**src/sv/bpc_pkg.sv**
```systemverilog
// Shared constants and types of the button press classifier with beeper.
package bpc_pkg;

    // Button lanes and the width of the flag fields on the result port.
    localparam int NUM_BUTTONS = 5;
    localparam int FLAG_W      = 5;
    localparam int CNT_W       = 16;
    localparam int BEEP_W      = 8;
    localparam int DATA_W      = 32;
    localparam int ADDR_W      = 4;

    localparam logic [CNT_W-1:0] COUNT_MAX = '1;

    // Beep that a short press asks for.
    localparam logic [BEEP_W-1:0] PRESS_BEEP_LEN     = 8'd2;
    localparam logic [BEEP_W-1:0] PRESS_BEEP_GAP     = 8'd2;
    localparam logic [BEEP_W-1:0] PRESS_BEEP_REPEATS = 8'd1;

    // Request opcodes.
    localparam logic OP_TICK = 1'b0;
    localparam logic OP_CMD  = 1'b1;

    // Register indexes (byte address bits [3:2]).
    localparam logic [1:0] REG_SHORT_MIN     = 2'd0;
    localparam logic [1:0] REG_SHORT_MAX     = 2'd1;
    localparam logic [1:0] REG_LONG_MIN      = 2'd2;
    localparam logic [1:0] REG_BEEP_ON_PRESS = 2'd3;

    // Register reset values.
    localparam logic [CNT_W-1:0] SHORT_MIN_RST = 16'd5;
    localparam logic [CNT_W-1:0] SHORT_MAX_RST = 16'd50;
    localparam logic [CNT_W-1:0] LONG_MIN_RST  = 16'd100;

    typedef struct packed {
        logic held;
        logic short_press;
        logic long_press;
    } flags_t;

    typedef struct packed {
        logic [CNT_W-1:0] short_min;
        logic [CNT_W-1:0] short_max;
        logic [CNT_W-1:0] long_min;
    } thresh_t;

    typedef struct packed {
        logic [BEEP_W-1:0] on_len;
        logic [BEEP_W-1:0] gap_len;
        logic [BEEP_W-1:0] repeats;
    } beep_cmd_t;

    typedef struct packed {
        logic [FLAG_W-1:0] held;
        logic [FLAG_W-1:0] short_press;
        logic [FLAG_W-1:0] long_press;
        logic              speaker;
    } result_t;

endpackage

```
**src/sv/bpc_lane.sv**
```systemverilog
// One button lane: hold counter and press classification flags.
module bpc_lane (
    input  logic             clk,
    input  logic             rst_n,
    input  logic             tick,
    input  logic             level,
    input  bpc_pkg::thresh_t thresh,
    output bpc_pkg::flags_t  flags,
    output logic             beep_req
);

    logic [bpc_pkg::CNT_W-1:0] cnt_reg;
    logic [bpc_pkg::CNT_W-1:0] cnt_next;
    bpc_pkg::flags_t           flags_reg;
    bpc_pkg::flags_t           flags_next;

    // Count while held, clear on release or wrap, then classify the new count.
    always_comb
    begin
        bpc_pkg::flags_t base;
        base       = flags_reg;
        cnt_next   = cnt_reg;
        flags_next = flags_reg;
        beep_req   = 1'b0;
        if (tick)
        begin
            if (level && (cnt_reg != bpc_pkg::COUNT_MAX))
            begin
                cnt_next = cnt_reg + 1'b1;
            end
            else
            begin
                cnt_next = '0;
                base     = '0;
            end
            flags_next = base;
            if (cnt_next > thresh.long_min)
            begin
                flags_next = '{held: 1'b1, short_press: 1'b0, long_press: 1'b1};
            end
            else if (cnt_next > thresh.short_max)
            begin
                flags_next = '{held: 1'b1, short_press: 1'b0, long_press: 1'b0};
            end
            else if (cnt_next >= thresh.short_min)
            begin
                flags_next = '{held: 1'b1, short_press: 1'b1, long_press: 1'b0};
                beep_req   = 1'b1;
            end
        end
    end

    // Lane state.
    always_ff @(posedge clk or negedge rst_n)
    begin
        if (!rst_n)
        begin
            cnt_reg   <= '0;
            flags_reg <= '0;
        end
        else
        begin
            cnt_reg   <= cnt_next;
            flags_reg <= flags_next;
        end
    end

    // Flags as they stand after this request.
    assign flags = flags_next;

endmodule

```
**src/sv/bpc_beeper.sv**
```systemverilog
// Beeper: on-length, gap and repeat counters that drive the speaker bit.
module bpc_beeper (
    input  logic               clk,
    input  logic               rst_n,
    input  logic               tick,
    input  logic               cmd_load,
    input  logic               press_req,
    input  bpc_pkg::beep_cmd_t cmd,
    output logic               speaker
);

    logic [bpc_pkg::BEEP_W-1:0] on_len_reg,  on_len_next;
    logic [bpc_pkg::BEEP_W-1:0] gap_len_reg, gap_len_next;
    logic [bpc_pkg::BEEP_W-1:0] beeps_reg,   beeps_next;
    logic [bpc_pkg::BEEP_W-1:0] gap_cnt_reg, gap_cnt_next;
    logic [bpc_pkg::BEEP_W-1:0] on_cnt_reg,  on_cnt_next;
    logic                       spk_reg,     spk_next;

    // Load from a command or a press, then advance the counters on a tick.
    always_comb
    begin
        on_len_next  = on_len_reg;
        gap_len_next = gap_len_reg;
        beeps_next   = beeps_reg;
        gap_cnt_next = gap_cnt_reg;
        on_cnt_next  = on_cnt_reg;
        spk_next     = spk_reg;
        if (cmd_load)
        begin
            on_len_next  = cmd.on_len;
            gap_len_next = cmd.gap_len;
            beeps_next   = cmd.repeats;
        end
        else if (tick && press_req)
        begin
            on_len_next  = bpc_pkg::PRESS_BEEP_LEN;
            gap_len_next = bpc_pkg::PRESS_BEEP_GAP;
            beeps_next   = bpc_pkg::PRESS_BEEP_REPEATS;
        end
        if (tick && (beeps_next != '0))
        begin
            gap_cnt_next = gap_cnt_reg + 1'b1;
            if (gap_cnt_reg == gap_len_next)
            begin
                gap_cnt_next = '0;
                spk_next     = 1'b1;
                on_cnt_next  = on_cnt_reg + 1'b1;
                if (on_cnt_reg == on_len_next)
                begin
                    on_cnt_next = '0;
                    spk_next    = 1'b0;
                    beeps_next  = beeps_next - 1'b1;
                end
            end
        end
    end

    // Beeper state.
    always_ff @(posedge clk or negedge rst_n)
    begin
        if (!rst_n)
        begin
            on_len_reg  <= '0;
            gap_len_reg <= '0;
            beeps_reg   <= '0;
            gap_cnt_reg <= '0;
            on_cnt_reg  <= '0;
            spk_reg     <= 1'b0;
        end
        else
        begin
            on_len_reg  <= on_len_next;
            gap_len_reg <= gap_len_next;
            beeps_reg   <= beeps_next;
            gap_cnt_reg <= gap_cnt_next;
            on_cnt_reg  <= on_cnt_next;
            spk_reg     <= spk_next;
        end
    end

    // Speaker level after this request.
    assign speaker = spk_next;

endmodule

```
**src/sv/button_press_classifier_with_beeper.sv**
```systemverilog
// Top level: register port, button lanes, result merge, beeper and output skid stage.
//
// Each request is either a tick carrying the button levels or a command that
// loads the beeper, and each returns one result with the held, short-press and
// long-press flags and the speaker level after that request. The block takes
// one request per clock cycle while in_ready is high, and the result is registered;
// every button has its own lane with a hold counter and three threshold compares,
// a merge stage gathers the lane flags and any short-press beep request, and the
// beeper advances in the same cycle. An output register backed by a one-entry skid
// register lets a request enter while a result still waits; in_ready drops only while
// both hold results. Thresholds and the press-beep enable are to be written over the
// register port only while no request is in flight; the block does not enforce this.
module button_press_classifier_with_beeper (
    input  logic                           clk,
    input  logic                           rst_n,
    // Register port
    input  logic                           psel,
    input  logic                           penable,
    input  logic                           pwrite,
    input  logic [bpc_pkg::ADDR_W-1:0]     paddr,
    input  logic [bpc_pkg::DATA_W-1:0]     pwdata,
    output logic [bpc_pkg::DATA_W-1:0]     prdata,
    output logic                           pready,
    // Request channel
    input  logic                           in_valid,
    output logic                           in_ready,
    input  logic                           opcode,
    input  logic [bpc_pkg::FLAG_W-1:0]     button_levels,
    input  logic [bpc_pkg::BEEP_W-1:0]     beep_length,
    input  logic [bpc_pkg::BEEP_W-1:0]     beep_gap,
    input  logic [bpc_pkg::BEEP_W-1:0]     beep_repeats,
    // Result channel
    output logic                           out_valid,
    input  logic                           out_ready,
    output logic [bpc_pkg::FLAG_W-1:0]     held_flags,
    output logic [bpc_pkg::FLAG_W-1:0]     short_flags,
    output logic [bpc_pkg::FLAG_W-1:0]     long_flags,
    output logic                           speaker_on
);

    bpc_pkg::thresh_t              thresh_reg;
    logic                          beep_on_press_reg;
    logic                          cfg_wr;
    logic                          accept;
    logic                          tick;
    logic                          cmd_load;
    logic                          out_take;
    logic                          press_req;
    logic                          speaker;
    logic [bpc_pkg::NUM_BUTTONS-1:0] lane_req;
    bpc_pkg::flags_t               lane_flags [bpc_pkg::NUM_BUTTONS];
    bpc_pkg::beep_cmd_t            cmd;
    bpc_pkg::result_t              result;
    bpc_pkg::result_t              out_reg;
    bpc_pkg::result_t              skid_reg;
    logic                          out_valid_reg;
    logic                          skid_valid_reg;

    // Register port: writes complete in the access cycle, reads are direct.
    assign pready = 1'b1;
    assign cfg_wr = psel && penable && pwrite;

    always_ff @(posedge clk or negedge rst_n)
    begin
        if (!rst_n)
        begin
            thresh_reg.short_min <= bpc_pkg::SHORT_MIN_RST;
            thresh_reg.short_max <= bpc_pkg::SHORT_MAX_RST;
            thresh_reg.long_min  <= bpc_pkg::LONG_MIN_RST;
            beep_on_press_reg    <= 1'b0;
        end
        else if (cfg_wr)
        begin
            case (paddr[3:2])
                bpc_pkg::REG_SHORT_MIN:     thresh_reg.short_min <= pwdata[bpc_pkg::CNT_W-1:0];
                bpc_pkg::REG_SHORT_MAX:     thresh_reg.short_max <= pwdata[bpc_pkg::CNT_W-1:0];
                bpc_pkg::REG_LONG_MIN:      thresh_reg.long_min  <= pwdata[bpc_pkg::CNT_W-1:0];
                bpc_pkg::REG_BEEP_ON_PRESS: beep_on_press_reg    <= pwdata[0];
                default:                    beep_on_press_reg    <= beep_on_press_reg;
            endcase
        end
    end

    always_comb
    begin
        case (paddr[3:2])
            bpc_pkg::REG_SHORT_MIN:
                prdata = {{(bpc_pkg::DATA_W-bpc_pkg::CNT_W){1'b0}}, thresh_reg.short_min};
            bpc_pkg::REG_SHORT_MAX:
                prdata = {{(bpc_pkg::DATA_W-bpc_pkg::CNT_W){1'b0}}, thresh_reg.short_max};
            bpc_pkg::REG_LONG_MIN:
                prdata = {{(bpc_pkg::DATA_W-bpc_pkg::CNT_W){1'b0}}, thresh_reg.long_min};
            bpc_pkg::REG_BEEP_ON_PRESS:
                prdata = {{(bpc_pkg::DATA_W-1){1'b0}}, beep_on_press_reg};
            default:
                prdata = '0;
        endcase
    end

    // Request handshake and decode.
    assign in_ready = !skid_valid_reg;
    assign accept   = in_valid && in_ready;
    assign tick     = accept && (opcode == bpc_pkg::OP_TICK);
    assign cmd_load = accept && (opcode == bpc_pkg::OP_CMD);
    assign cmd      = '{on_len: beep_length, gap_len: beep_gap, repeats: beep_repeats};

    // Button lanes; buttons past the level field always read as released.
    for (genvar i = 0; i < bpc_pkg::NUM_BUTTONS; i++)
    begin : g_lane
        logic level;
        if (i < bpc_pkg::FLAG_W)
        begin : g_pin
            assign level = button_levels[i];
        end
        else
        begin : g_none
            assign level = 1'b0;
        end
        bpc_lane u_lane (
            .clk      (clk),
            .rst_n    (rst_n),
            .tick     (tick),
            .level    (level),
            .thresh   (thresh_reg),
            .flags    (lane_flags[i]),
            .beep_req (lane_req[i])
        );
    end

    // Merge: any lane in the short range asks for the press beep.
    assign press_req = beep_on_press_reg && (|lane_req);

    for (genvar j = 0; j < bpc_pkg::FLAG_W; j++)
    begin : g_merge
        if (j < bpc_pkg::NUM_BUTTONS)
        begin : g_used
            assign result.held[j]        = lane_flags[j].held;
            assign result.short_press[j] = lane_flags[j].short_press;
            assign result.long_press[j]  = lane_flags[j].long_press;
        end
        else
        begin : g_unused
            assign result.held[j]        = 1'b0;
            assign result.short_press[j] = 1'b0;
            assign result.long_press[j]  = 1'b0;
        end
    end

    bpc_beeper u_beeper (
        .clk       (clk),
        .rst_n     (rst_n),
        .tick      (tick),
        .cmd_load  (cmd_load),
        .press_req (press_req),
        .cmd       (cmd),
        .speaker   (speaker)
    );

    assign result.speaker = speaker;

    // Output register and skid register: valid bits.
    assign out_take = out_valid_reg && out_ready;

    always_ff @(posedge clk or negedge rst_n)
    begin
        if (!rst_n)
        begin
            out_valid_reg  <= 1'b0;
            skid_valid_reg <= 1'b0;
        end
        else if (accept)
        begin
            if (!out_valid_reg || out_take)
            begin
                out_valid_reg <= 1'b1;
            end
            else
            begin
                skid_valid_reg <= 1'b1;
            end
        end
        else if (out_take)
        begin
            out_valid_reg  <= skid_valid_reg;
            skid_valid_reg <= 1'b0;
        end
    end

    // Output register and skid register: payload.
    always_ff @(posedge clk)
    begin
        if (accept)
        begin
            if (!out_valid_reg || out_take)
            begin
                out_reg <= result;
            end
            else
            begin
                skid_reg <= result;
            end
        end
        else if (out_take && skid_valid_reg)
        begin
            out_reg <= skid_reg;
        end
    end

    assign out_valid   = out_valid_reg;
    assign held_flags  = out_reg.held;
    assign short_flags = out_reg.short_press;
    assign long_flags  = out_reg.long_press;
    assign speaker_on  = out_reg.speaker;

    // The skid register only fills behind a full output register.
    a_skid_behind_out: assert property (@(posedge clk) disable iff (!rst_n)
        skid_valid_reg |-> out_valid_reg)
        else $error("skid register holds a result while the output register is empty");

    // A request taken while the output is stalled lands in the skid register.
    a_stall_to_skid: assert property (@(posedge clk) disable iff (!rst_n)
        (accept && out_valid_reg && !out_ready) |=> skid_valid_reg)
        else $error("request taken during a stall was not parked in the skid register");

    // Short and long flags only appear on held buttons and never together.
    a_flag_nesting: assert property (@(posedge clk) disable iff (!rst_n)
        out_valid_reg |-> ((((out_reg.short_press | out_reg.long_press) & ~out_reg.held) == '0)
                           && ((out_reg.short_press & out_reg.long_press) == '0)))
        else $error("press flags are inconsistent");

endmodule

```
**config.mk**
```make
export PLATFORM = sky130hd
export DESIGN_NAME = button_press_classifier_with_beeper
export DESIGN_NICKNAME = d
export VERILOG_FILES = /design/src/sv/bpc_pkg.sv /design/src/sv/bpc_lane.sv /design/src/sv/bpc_beeper.sv /design/src/sv/button_press_classifier_with_beeper.sv
export SDC_FILE = /design/constraint.sdc
export NUM_CORES = 1
export LEC_CHECK = 0
export BUFFER_PORTS_ARGS = -buffer_cell sky130_fd_sc_hd__buf_2
export CAP_MARGIN = 20
export CORE_MARGIN = 2
export CORE_UTILIZATION = 35
export CTS_CLUSTER_DIAMETER = 120
export DETAILED_ROUTE_END_ITERATION = 10
export SLEW_MARGIN = 10
export SYNTH_ARGS = -nofsm -noshare
export SYNTH_HDL_FRONTEND = slang
export SYNTH_SLANG_ARGS = --single-unit
```
**constraint.sdc**
```tcl
create_clock -name clk -period 6 [get_ports clk]
set_clock_uncertainty 0.05 [all_clocks]
set_input_delay 1.2 -clock clk [delete_from_list [all_inputs] [get_ports clk]]
set_output_delay 1.2 -clock clk [all_outputs]
set_load 0.02 [all_outputs]
```
==> impl_metrics.tcl, run 1 <==
set metrics [dict create \
    routed_wl_um 53690 \
    initial_core_util 0.3551 \
    synth_cell_types 88 \
    via_count 15110 \
    multiInputGateArea_mm2 0.01096 \
    synth-seq-cells 219 \
    route.antenna.remaining_nets 0 \
    drc 0 \
    worst_pin_slew_ps 953.8 \
    period_needed_ps 5697 \
    synth_ff_type "dfrtp_1" \
    drt_iter0_markers 1158 \
    postLayoutCellArea_mm2 0.02004 \
    grt_pass1_wl_um 83130 \
    clk_pin_slew_ps 60 \
    die_area_mm2 0.05021 \
    critPathMaxFanout 8 \
    synthTopCellsByArea "dfrtp_1 26%, ha_1 17%, edfxtp_1 5.7%" \
    async_flop_share 0.8539 \
    die_w_um 224.1 \
    post-route-period-util 0.9495 \
    dr.pass1.iters 5 \
    hold_buffers 0 \
    synth_edf_count 32 \
    numClockSinks 219 \
    hp-class "flip-flop to flip-flop" \
    yosysTopAreaCell "dfrtp_1" \
    track_usage 0.2116 \
    synth_top_area_frac 0.2642 \
    num_rows 80 \
    setup_viol 0 \
    cellLeakagePower_nw 9.297 \
    ff_latch_area_mm2 0.005653 \
    status "complete, no violations" \
    hpwl_um 39390 \
    seq_area_frac_synth 0.3333 \
    maxCapViolCount 0 \
    clk_path_buf_depth 3 \
    ios 124 \
    grt_pass1_vias 14830 \
    fin_util 0.4197 \
    worstSkewPairLatency_ps 570 \
    cellPowerDensity_mw_per_mm2 313.0 \
    start_kind "flip-flop" \
    grt_max_degree 97 \
    critical_path_class "flip-flop to flip-flop" \
    synthCells 1877 \
    drv_slew 0 \
    io_buffers 88 \
    antenna_found_initial 1 \
    place.gp.congestion 0.9572 \
    die-height_um 224.1 \
    hold_viol_final 0 \
    drive_gt1_frac 0.1922 \
    syn_area_mm2 0.01695 \
    largest_reg_flops 80 \
    fill_cells 4613 \
    post_drt_wl_per_cell_um 20.02 \
    required_ps 6370 \
    cts_tree "done" \
    cts_max_level 1 \
    gr-total-overflow 0 \
    syn_area_per_cell_um2 9.032 \
    slew_headroom 0.3641 \
    diodes 0 \
    ir_drop_uv 204.4 \
    timing.fmax_mhz 175.5 \
    place_area_mm2 0.01865 \
    syn_to_final_growth_pct 18.20 \
    cts_root_buf "clkbuf_16" \
    worstSetupEndpointType "flip-flop" \
    numCtsBuffers 27 \
    yosysWarnings 0 \
    fin_nets 2356 \
    coreArea_mm2 0.04775 \
    cp.arrival_ps 6070 \
    viasPerCell 5.637 \
]
==> per-layer routing <==
metal,GRT usage,vias up,share of wire
met2,0.3312,527,0.44
met1,0.2806,7260,0.44
met5,0,-,0.00013
li1,-,7188,-
met3,0.04014,137,0.069
met4,0.1026,2,0.049
==> stage by stage <==
| stage | hold slack, ps | setup WS [ps] | setup TNS, ps | cells | total power [mW] |
|---|---|---|---|---|---|
| floorplan | 401.9 | 2.832 | 0 | 1892 | 3.629 |
| global placement | 436.6 | -44.16 | -126.6 | 2610 | 4.378 |
| detailed placement | 443.3 | -111.4 | -685.7 | 2610 | 4.482 |
| CTS | 468.7 | 5.949 | 0 | 2662 | 6.226 |
| global route | 479.2 | -5.945 | -5.945 | 2681 | 6.668 |
| finish | 458.5 | 303.3 | 0 | 2681 | 6.273 |
==> cells in the mapped netlist, types with 18 or more instances <==
master	instances
edfxtp_1	32
o22ai_1	18
inv_1	104
a21o_1	46
nor3_1	25
and3_1	24
mux2_2	48
dfrtp_1	179
clkbuf_1	48
nor2_1	125
o21ai_0	118
a21oi_1	84
nand2_1	233
o31ai_1	64
xnor2_1	40
nand4_1	43
nand3_1	67
xor2_1	44
ha_1	237
nor2b_1	29
==> cell families (layout without fill, tap and decap cells) <==
group | count (synthesis) | in the layout | share of synthesized area
adders and majority gates | 240 | 240 | 0.1767
xor gates and xnor gates | 84 | 84 | 0.04340
AOI/OAI and AO/OA | 467 | 467 | 0.1858
buffers and inverters | 184 | 358 | 0.04510
and+or+nand+nor | 615 | 615 | 0.1720
DFF | 219 | 219 | 0.3333
other | 2 | 17 | 0.0004430
muxes | 66 | 66 | 0.04325
==> cells in the final DEF, fill, tap and decap left out, drive strengths merged, types with 8 or more instances in the layout <==
| cell type | count |
|---|---|
| o21ai | 125 |
| xor2 | 44 |
| nor2b | 29 |
| o22ai | 19 |
| a41oi | 8 |
| a221oi | 9 |
| xnor2 | 40 |
| clkbuf | 29 |
| a2111oi | 8 |
| nor2 | 126 |
| ha | 237 |
| a211oi | 11 |
| mux2i | 17 |
| and3 | 24 |
| nand4 | 43 |
| nand2 | 233 |
| dfrtp | 179 |
| a21o | 46 |
| mux2 | 48 |
| a22o | 12 |
| edfxtp | 32 |
| o21a | 10 |
| o31ai | 65 |
| conb | 17 |
| inv | 110 |
| or2 | 9 |
| nand3 | 67 |
| nor4 | 10 |
| buf | 202 |
| a21oi | 85 |
| clkinv | 10 |
| nor3 | 25 |
| nand2b | 10 |
| dfstp | 8 |
==> area by class of cell <==
class	instances	share of cell area
multi-input combinational	1489	0.5468
sequential	219	0.2821
tap	615	0.03840
inverter	106	0.01986
clock buffer	28	0.03391
timing repair buffer	203	0.06750
clock inverter	21	0.01143
==> final timing paths <==
check / startpoint / endpoint / slack [ps] / cells after the start
worst max-delay path: g_lane[2].u_lane.cnt_reg[3] / u_beeper.beeps_reg[7] / 300 / 25
worst min-delay path: g_lane[0].u_lane.flags_reg[2] / g_lane[0].u_lane.flags_reg[2] / 460 / 2
worst max register to register: g_lane[2].u_lane.cnt_reg[3] / u_beeper.beeps_reg[7] / 300 / 25
worst min register to register: g_lane[0].u_lane.flags_reg[2] / g_lane[0].u_lane.flags_reg[2] / 460 / 2
max in group asynchronous: rst_n / u_beeper.on_cnt_reg[4] / 4220 / 2
min in group asynchronous: rst_n / thresh_reg[7] / 630 / 1
==> where the power goes <==
part | switching (mW) | internal [mW] | leakage (nW)
clock | 0.703 | 1.00 | 0.437
combinational | 1.53 | 0.888 | 6.15
sequential | 0.283 | 1.86 | 2.71
==> worst max-delay path: stages (launching register included) <==
cell      delay (ps)
dfrtp_1          410
and3_1           200
nand2_1           80
inv_1             60
nand4_1          110
buf_4            170
o31ai_4          210
buf_6            160
nor2_1            90
ha_1             330
nand4_1          140
or4_4            550
or4b_4           580
a22o_4           290
o22ai_4          170
nor3_1            70
a21o_1           230
ha_1             210
nand3_1           90
nand2_2          120
nor4_4           340
o21ai_4          110
a211oi_4         290
buf_4            230
a311oi_1         100
nand3b_1         200
==> what timing repair did <==
| action | in CTS | in global routing |
|---|---|---|
| resized for setup | 3 | 65 |
| setup buffers | 3 | 17 |
| setup endpoints to repair | 9 | 27 |
| pin swaps | 1 | 15 |
(Power assumes the default switching activity.)
==> run 2, diff against run 1 <==
SYNTH_HIERARCHICAL = 1   (was not set)
==> run 2 against run 1 <==
- cell count rose by 6.3%
- register-to-register slack worse by 120 ps
- design area grew 5.2%
- power is 3.1% higher
- count of clock-buffer cells in the layout rose by 4
- sequential share of layout area shrank 1.4 points
- global-route usage down 0.31 points
- largest power group unchanged
- highest routed layer unchanged
==> impl_metrics.tcl, run 2 <==
set metrics [dict create \
    status "complete, no violations" \
    drive_gt1_frac 0.2396 \
    synth-seq-cells 219 \
    ios 124 \
    regToRegSetupSlack_ps 180 \
    synth_edf_count 32 \
    final.setup.tns_ps 0 \
    async_flop_share 0.8539 \
    dr_wl_met2_um 25660 \
    clk_path_buf_depth 3 \
    largest_reg_flops 80 \
    syn_to_final_growth_pct 18.96 \
    yosysTopAreaCell "dfrtp_1" \
    synth_top_family_by_area "adder cells" \
    start_kind "flip-flop" \
    synth_cell_types 103 \
    hold_buffers 0 \
    seq_area_frac_synth 0.3190 \
    worst_pin_slew_ps 1104 \
    yosysMostFrequentCell "inv_1" \
    reg2reg_to "speaker_on" \
    routed_wl_um 55290 \
    final_cell_mix "252 x inv_1, 229 x ha_1, 178 x dfrtp_1" \
    postLayoutCellArea_mm2 0.02107 \
    viasPerCell 5.324 \
    die_area_mm2 0.05243 \
    met3WireLength_um 2714 \
    hold_depth 2 \
    period_needed_ps 5820 \
    synthSimpleGateAreaFrac 0.1666 \
    num_rows 82 \
    place_area_mm2 0.01977 \
    track_usage 0.2085 \
    rr_worst_depth 24 \
    fin_ws_ps 179.6 \
    r2r-start "g_lane[0].u_lane/cnt_reg[0]" \
    fin_nets 2465 \
    worstSkewPairLatency_ps 560 \
    cts_max_level 1 \
    post_drt_wl_per_cell_um 19.39 \
    initial_core_util 0.3538 \
    synthCells 1925 \
    hpwl_um 40710 \
    drv_slew 0 \
    slew_headroom 0.2626 \
    clk_pin_slew_ps 70 \
    numCtsBuffers 27 \
    hold_viol_final 0 \
    cp.arrival_ps 6080 \
    synthAdderAreaFrac 0.1683 \
    io_buffers 88 \
    fill_cells 5002 \
    drt_iter0_markers 1006 \
    diodes 0 \
    setup_viol 0 \
    via_count 15180 \
    layout_commonest_cell "inv_1" \
    synth.top_cells.by_count "252 x inv_1, 233 x ha_1, 179 x dfrtp_1, 144 x nand2_1, 114 x nor2_1" \
    place.gp.congestion 0.9426 \
    ir_drop_uv 173.5 \
    cellPowerDensity_mw_per_mm2 307.0 \
    top_layer "met5" \
    worstSetupEndpointType "flip-flop" \
    worstHoldStart "g_lane[3].u_lane/flags_reg[2]" \
    min_to "g_lane[3].u_lane/flags_reg[2]" \
    gr-total-overflow 0 \
    final_cells 2851 \
    grt_pass1_wl_um 85620 \
    hp-class "flip-flop to flip-flop" \
    m1WireLength_um 23670 \
    cellLeakagePower_nw 10.15 \
    post-place-ws_ps -367.0 \
    synth_xor_area_frac 0.04301 \
    synth_top_area_frac 0.2529 \
    numClockSinks 219 \
    placed_cells 2783 \
    critical_path_class "flip-flop to flip-flop" \
    antenna_found_initial 2 \
    post-route-period-util 0.9701 \
    maxCapViolCount 0 \
    die-height_um 229.0 \
    syn_area_mm2 0.01771 \
    synth-compound-area-share 0.1444 \
    synth_ff_type "dfrtp_1" \
    muxShareOfSynthArea 0.08165 \
    coreArea_mm2 0.05007 \
    cts_root_buf "clkbuf_16" \
    dr.pass1.iters 7 \
    grt_pass1_vias 15280 \
    drc 0 \
    timing.fmax_mhz 171.8 \
    required_ps 6260 \
    yosysWarnings 6 \
    syn_area_per_cell_um2 9.202 \
    critPathMaxFanout 5 \
    synthTopCellsByArea "dfrtp_1 25%, ha_1 16%, mux2_2 6.7%" \
    grt_max_degree 96 \
    route.antenna.remaining_nets 0 \
    fin_util 0.4209 \
    die_w_um 229.0 \
    cts_tree "done" \
]
-- run 2: worst max-delay path: stages (launching register included) --
cell     delay (ps)
dfrtp_1         430
ha_4            180
and3_4          200
nand3_4         130
nor2_2          220
xnor2_1         190
nor2_1          150
ha_1            350
nand4_4         100
or4_4           490
a211o_1         260
o211a_2         150
o22ai_4         220
nor3_4          100
or4_1           510
o21a_2          260
and2_2          250
buf_4           150
o21ai_2         160
xor2_1          120
nor4_4          300
nand2_2         130
nor2_4          140
a21oi_2          60
mux2_2          260
-- run 2: routing by layer --
| metal | track usage | vias up |
|---|---|---|
| li1 | - | 7243 |
| met1 | 0.2644 | 7364 |
| met2 | 0.3481 | 411 |
| met3 | 0.02764 | 158 |
| met4 | 0.1049 | 2 |
| met5 | 0 | - |
-- run 2: what timing repair did --
action / in CTS / in global routing
endpoints found under the setup margin: 26 / 27
setup buffers: 0 / 17
pin swaps: 1 / 15
resized for setup: 15 / 44
gates cloned: 0 / 2
-- run 2: layout make-up --
cell class / count / area, µm² / share of cell area
sequential: 219 / 5652 / 0.2682
clock inverter: 17 / 181.4 / 0.008609
clock buffer: 32 / 714.4 / 0.03390
inverter: 254 / 954.7 / 0.04530
tap: 672 / 840.8 / 0.03990
timing repair buffer: 249 / 1690 / 0.08021
multi-input combinational: 1408 / 11040 / 0.5239
-- run 2: power by group --
group          internal [mW]  total [mW]  leakage, nW  switching, mW
Sequential              1.86        2.35         2.73          0.495
Combinational           1.08        2.44         6.97           1.36
Clock                  0.982        1.68        0.442          0.694
Total                   3.92        6.47         10.1           2.55
-- run 2: kinds of logic after synthesis --
| logic type | count (synthesis) |
|---|---|
| xor+xnor | 87 |
| flops | 219 |
| simple gates | 548 |
| other cells | 2 |
| buf+inv | 314 |
| fa+ha+maj | 239 |
| mux | 130 |
| compound gates | 386 |
-- run 2: metrics by stage --
step	hold slack, ps	total power, mW
6_report	458.6	6.470
3_3_place_gp	446.7	4.635
5_1_grt	495.4	6.892
3_5_place_dp	455.0	4.740
2_1_floorplan	400.4	3.761
4_1_cts	465.4	6.460
-- run 2: how the worst max path moves through the flow --
stage / from / to / cells past startpoint / slack (ps)
2_1_floorplan: button_levels[0] / speaker_on / 22 / 120
3_5_place_dp: button_levels[0] / speaker_on / 22 / -370
5_1_grt: g_lane[0].u_lane/cnt_reg[8] / speaker_on / 26 / -20
4_1_cts: g_lane[0].u_lane/cnt_reg[0] / speaker_on / 24 / 20
6_report: g_lane[0].u_lane/cnt_reg[0] / speaker_on / 24 / 180
3_3_place_gp: button_levels[0] / speaker_on / 22 / -240
